===== src/rtl/core/lsrt_pkg.sv =====
// package for the line segment rectangle trim core
// widths, register indexes and pipeline payload types; no dependencies
`timescale 1ns / 1ps

package lsrt_pkg;

    // coordinate width of every field and register
    localparam int COORD_WIDTH = 16;
    // width of a coordinate difference and of its magnitude
    localparam int DW = COORD_WIDTH + 1;
    // width of the product of two magnitudes
    localparam int PW = 2 * DW;
    // quotient width: quotient stays below the other-axis span
    localparam int QW = DW;
    // number of clip edges: top, bottom, left, right
    localparam int NUM_EDGES = 4;
    // configuration index width
    localparam int CFG_IDX_W = 8;

    // configuration register indexes
    localparam logic [CFG_IDX_W-1:0] REG_CLIP_X_A = CFG_IDX_W'(0);
    localparam logic [CFG_IDX_W-1:0] REG_CLIP_Y_A = CFG_IDX_W'(1);
    localparam logic [CFG_IDX_W-1:0] REG_CLIP_X_B = CFG_IDX_W'(2);
    localparam logic [CFG_IDX_W-1:0] REG_CLIP_Y_B = CFG_IDX_W'(3);

    typedef logic signed [COORD_WIDTH-1:0] coord_t;
    typedef logic [PW-1:0] prod_t;

    // one segment as it travels down the pipeline
    typedef struct packed {
        coord_t x1;
        coord_t y1;
        coord_t x2;
        coord_t y2;
    } item_t;

    // per-edge control that travels beside the divider
    typedef struct packed {
        logic   en;    // edge applies to this segment
        logic   sel2;  // edge moves the second endpoint
        logic   neg;   // intercept offset is negative
        coord_t p0;    // base coordinate on the intercept axis
        coord_t s;     // edge position
    } lane_t;

endpackage


===== src/rtl/core/lsrt_div.sv =====
// pipelined restoring divider, one quotient bit per stage
// depends on lsrt_pkg for widths
`timescale 1ns / 1ps

module lsrt_div import lsrt_pkg::*; (
    input  logic          aclk,
    input  logic          adv,
    input  prod_t         in_m,
    input  logic [DW-1:0] in_dm,
    output logic [QW-1:0] out_q,
    output logic          out_rnz
);

    prod_t         rem_reg [QW];
    logic [QW-1:0] q_reg   [QW];
    logic [DW-1:0] dm_reg  [QW-1];

    genvar k;
    generate
        for (k = 0; k < QW; k++) begin : g_stage
            localparam int B = QW - 1 - k;
            prod_t         rem_in;
            logic [QW-1:0] q_in;
            logic [DW-1:0] dm_in;
            prod_t         trial;
            logic          ge;
            prod_t         rem_next;
            logic [QW-1:0] q_next;

            if (k == 0) begin : g_first
                assign rem_in = in_m;
                assign q_in   = '0;
                assign dm_in  = in_dm;
            end else begin : g_rest
                assign rem_in = rem_reg[k-1];
                assign q_in   = q_reg[k-1];
                assign dm_in  = dm_reg[k-1];
            end

            // try to take the shifted divisor out of the remainder
            assign trial    = PW'(dm_in) << B;
            assign ge       = rem_in >= trial;
            assign rem_next = ge ? rem_in - trial : rem_in;
            assign q_next   = ge ? (q_in | (QW'(1) << B)) : q_in;

            always_ff @(posedge aclk) begin
                if (adv) begin
                    rem_reg[k] <= rem_next;
                    q_reg[k]   <= q_next;
                end
            end

            if (k < QW - 1) begin : g_dm
                always_ff @(posedge aclk) begin
                    if (adv) begin
                        dm_reg[k] <= dm_in;
                    end
                end
            end
        end
    endgenerate

    assign out_q   = q_reg[QW-1];
    assign out_rnz = |rem_reg[QW-1];

endmodule


===== config.mk =====
export PLATFORM = sky130hd
export DESIGN_NAME = lsrt_div
export DESIGN_NICKNAME = d
export VERILOG_FILES = /design/src/rtl/core/lsrt_pkg.sv /design/src/rtl/core/lsrt_div.sv
export SDC_FILE = /design/constraint.sdc
export NUM_CORES = 2
export LEC_CHECK = 0
export ABC_CLOCK_PERIOD_IN_PS = 2940
export BUFFER_PORTS_ARGS = -buffer_cell sky130_fd_sc_hd__buf_2
export CAP_MARGIN = 20
export CELL_PAD_IN_SITES_DETAIL_PLACEMENT = 0
export CELL_PAD_IN_SITES_GLOBAL_PLACEMENT = 1
export CORE_ASPECT_RATIO = 1.1
export CORE_UTILIZATION = 40
export DETAILED_ROUTE_END_ITERATION = 10
export PLACE_DENSITY_LB_ADDON = 0.25
export SYNTH_ARGS = -nofsm -noshare
export SYNTH_HDL_FRONTEND = slang
export SYNTH_SLANG_ARGS = --single-unit

===== constraint.sdc =====
create_clock -name aclk -period 2.94 [get_ports aclk]
set_input_delay 0.294 -clock aclk [delete_from_list [all_inputs] [get_ports aclk]]
set_output_delay 0.294 -clock aclk [all_outputs]
set_load 0.05 [all_outputs]

==> run summary <==
detail-routed net length per standard cell - 18.02 um
Avg Vias per Cell - 5.089
startpoint kind of the worst setup timing path - register
post-synthesis sequential element count - 1003
remaining antenna violation count - 0
per-instance average area after synthesis - 12.01 um2
status - finished, violations left
Crit path required time - 3380 ps
Clock Tree Buf Depth - 3
met1 WL - 45910 um
vias after detailed routing - 36340
Mapped Nets - 4632
post-detailed-placement cell area - 0.05972 mm2
share of cells above drive strength 1 - 33.88%
startpoint of the most critical hold path - in_m[14]
biggest area consumer among synthesized cells - edfxtp_1
# nets final - 5739
family of cells with the greatest summed delay on the critical path - simple AND/OR/NAND/NOR gates
failing checks - negative setup slack
Die Height - 377.7 um
cell leakage power - 0.02803 uW
Total Wirelength - 128700 um
most frequent cell on the critical path - or4_4
Total GRT Usage - 19.34%
Final Worst Setup Slack - -266.3 ps
maxcap violations - 0
residual DRC count - 0
Max stage delay cell, worst path - or4_4
top post-synthesis cells by area - edfxtp_1 (59%), ha_1 (7.0%), xnor2_1 (3.3%)
HPWL after detailed placement - 92340 um
number of buffers and inverters on the critical path - 1
cell count after placement - 6702
transition time at the pin with the least slew margin - 759.6 ps
RD Place Congestion - 0.8876
cells along the critical path - ha_4 > or4b_4 > or4_4 > nor3_4 > or3_4 > a311oi_4 > or4_4 > buf_6 > xnor2_1
biggest cell delay along the critical path - 510 ps
CTS HTree Levels - 3
Non-Filler Cell Area, Final - 0.06988 mm2
CP Max Fanout - 3
RSZ-0062 raised after global routing - true
antenna violations before repair - 1
relative max-transition margin - 48.97%
post-synthesis async set-or-reset flop share - 0%
Pre-antenna DRT Iters - 5
Root Driver - clkbuf_16
final number of max-transition violations - 0
mapped cell area - 0.05133 mm2
Hold Crit Class - in2reg
TritonCTS buffer count - 107
power density normalized to cell area - 862.9 mW/mm2
final clock period utilization by the worst path - 109.1%
Fin Hold WS - 287.4 ps
PortBufs - 70
sequential fraction of the synthesis area - 58.68%
Placement Rows - 137
die area - 0.1298 mm2
worst skew pair latency - 770 ps
pin count of the biggest net entering global routing - 95
cell count after synthesis - 4273
final hold violation count - 0
total I/O pin count - 71
met3 wire length - 2961 um
number of DRC markers in iteration 0 - 1529
flip-flop count of the largest register, all copies and words added - 578
TritonCTS clock tree - built
highest routed layer - met4
sinks on the clock net - 1003
number of failing setup endpoints in the final timing report - 186
Tot Pwr - 60290 uW
Synth top area share - 58.68%
sum of overflow across all layers after global routing - 0
kind of end point of the critical path - register
number of flops mapped to enable cells by yosys - 1003
CP startpoint - rem_reg[0][183]
standard cell core area - 0.1270 mm2
synthesis warning total - 0
signal arrival time at the worst endpoint - 3650 ps
number of unique standard cell types used by synthesis - 87
Die X - 343.6 um
final total negative setup slack - -19510 ps
worst vdd rail ir drop - 568.1 uV
Final Critical Period - 3206 ps
met2 layer wire length in the routed design - 74400 um
Worst Skew - 86.00 ps
number of antenna repair diodes - 0
clock-pin slew reported for the worst setup and hold paths after clock tree synthesis - 60 ps
number of inserted filler cells in the final layout - 10530
area added between synthesis and finish - 36.13%
predominant post-synthesis flop cell - edfxtp_1
number of global-route vias before repair - 37410
top achievable clock speed - 311.9 MHz
Setup Crit Path Kind - reg2reg
wire length of the first global-routing pass - 196300 um
beginning of the worst register-to-register path - rem_reg[0][183]
non-filler instance count after layout - 7141
Initial Utilization - 40.41%
final cells by class:
| class | count | area (um2) | share of cell area, % |
|---|---|---|---|
| clock buffer | 119 | 2723 | 3.896 |
| clock inverter | 83 | 903.4 | 1.293 |
| inverter | 388 | 1466 | 2.099 |
| multi-input combinational | 2814 | 23270 | 33.31 |
| sequential | 1003 | 30120 | 43.10 |
| tap | 1668 | 2087 | 2.987 |
| timing repair buffer | 1066 | 9304 | 13.31 |
cell families after synthesis:
group           count (synthesis)  share of synthesized area (%)
xor+xnor                      359                          6.126
fa+ha+maj                     306                          7.708
simple gates                 1149                          11.09
compound gates                932                          11.51
flops                        1003                          58.68
mux                            68                          1.504
buf+inv                       456                          3.391
synthesized netlist by cell type, types with 8 or more instances:
| cell | instances |
|---|---|
| a211o_1 | 11 |
| o211ai_1 | 16 |
| o31ai_1 | 34 |
| nor3_1 | 86 |
| or4_1 | 22 |
| nand4_1 | 40 |
| a21oi_1 | 286 |
| fa_1 | 17 |
| xnor2_1 | 192 |
| o31a_1 | 10 |
| nand3_1 | 63 |
| and2_1 | 11 |
| or2_2 | 20 |
| nor2_1 | 301 |
| o2111ai_1 | 9 |
| mux2_2 | 61 |
| clkbuf_1 | 52 |
| a21o_1 | 116 |
| a311oi_1 | 8 |
| and3_1 | 24 |
| o41ai_1 | 8 |
| edfxtp_1 | 1003 |
| buf_2 | 8 |
| nand2_1 | 309 |
| nor3b_1 | 12 |
| ha_1 | 289 |
| o21a_1 | 47 |
| nand4b_1 | 11 |
| nor4_1 | 69 |
| a21boi_0 | 9 |
| o21bai_1 | 24 |
| or3_1 | 36 |
| inv_1 | 387 |
| nand2b_1 | 44 |
| o21ai_0 | 227 |
| a31oi_1 | 35 |
| nor2b_1 | 55 |
| xor2_1 | 167 |
| nor4b_1 | 15 |
| a211oi_1 | 23 |
per-stage QoR:
step | worst slack [ps] | util [%]
after floorplan | -79.67 | -
after global placement | -383.8 | 47.02
after detailed placement | -410.6 | 47.02
after CTS | -301.5 | 52.55
after global routing | -404.1 | 55.01
final | -266.3 | 55.01
worst paths after layout:
kind,endpoint,slack [ps],cells after the start
setup / recovery,rem_reg[0][232],-270,9
hold / removal,rem_reg[0][14],290,2
setup reg to reg,rem_reg[0][232],-270,9
hold reg to reg,q_reg[2][16],390,0
power breakdown:
part	internal (uW)	leakage [uW]	switching, uW
Sequential	19800	0.00966	2000
Combinational	12400	0.0166	12300
Clock	7870	0.00175	5840
Total	40100	0.0280	20200
layout by cell type, fill, tap and decap left out, drive strengths merged, types with 10 or more instances in the layout:
master       Yosys  routed
a211o           11      11
a211oi          26      26
a21o           116     116
a21oi          286     286
a31oi           36      36
and2            11      11
and3            24      24
buf             16    1002
bufinv           0      13
clkbuf          52     131
clkinv           0      64
dlygate4sd3      0      52
edfxtp        1003    1003
fa              17      17
ha             289     289
inv            388     388
mux2            64      64
nand2          309     309
nand2b          44      44
nand3           63      63
nand4           40      40
nand4b          11      11
nor2           301     301
nor2b           55      55
nor3            91      91
nor3b           13      13
nor4            70      70
nor4b           15      15
o211ai          17      17
o21a            47      47
o21ai          231     231
o21bai          24      24
o31a            10      10
o31ai           34      34
or2             21      21
or3             37      37
or4             26      26
xnor2          192     192
xor2           167     167
what timing repair did:
action                                  CTS  global route
hold buffers                             52             0
endpoints found under the setup margin  367           388
hold endpoints to repair                 72             0
gates cloned                             12            16
buffers inserted                         79           109
resized for setup                       515           522
pin swaps                               193           210
routing by layer:
layer  GRT usage, %  vias to the layer above
li1               -                    17990
met1          19.09                    17650
met2          39.49                      437
met3          2.108                      254
met4          8.453                        0
met5              0                        -
Power figures use the tool's default switching activity.
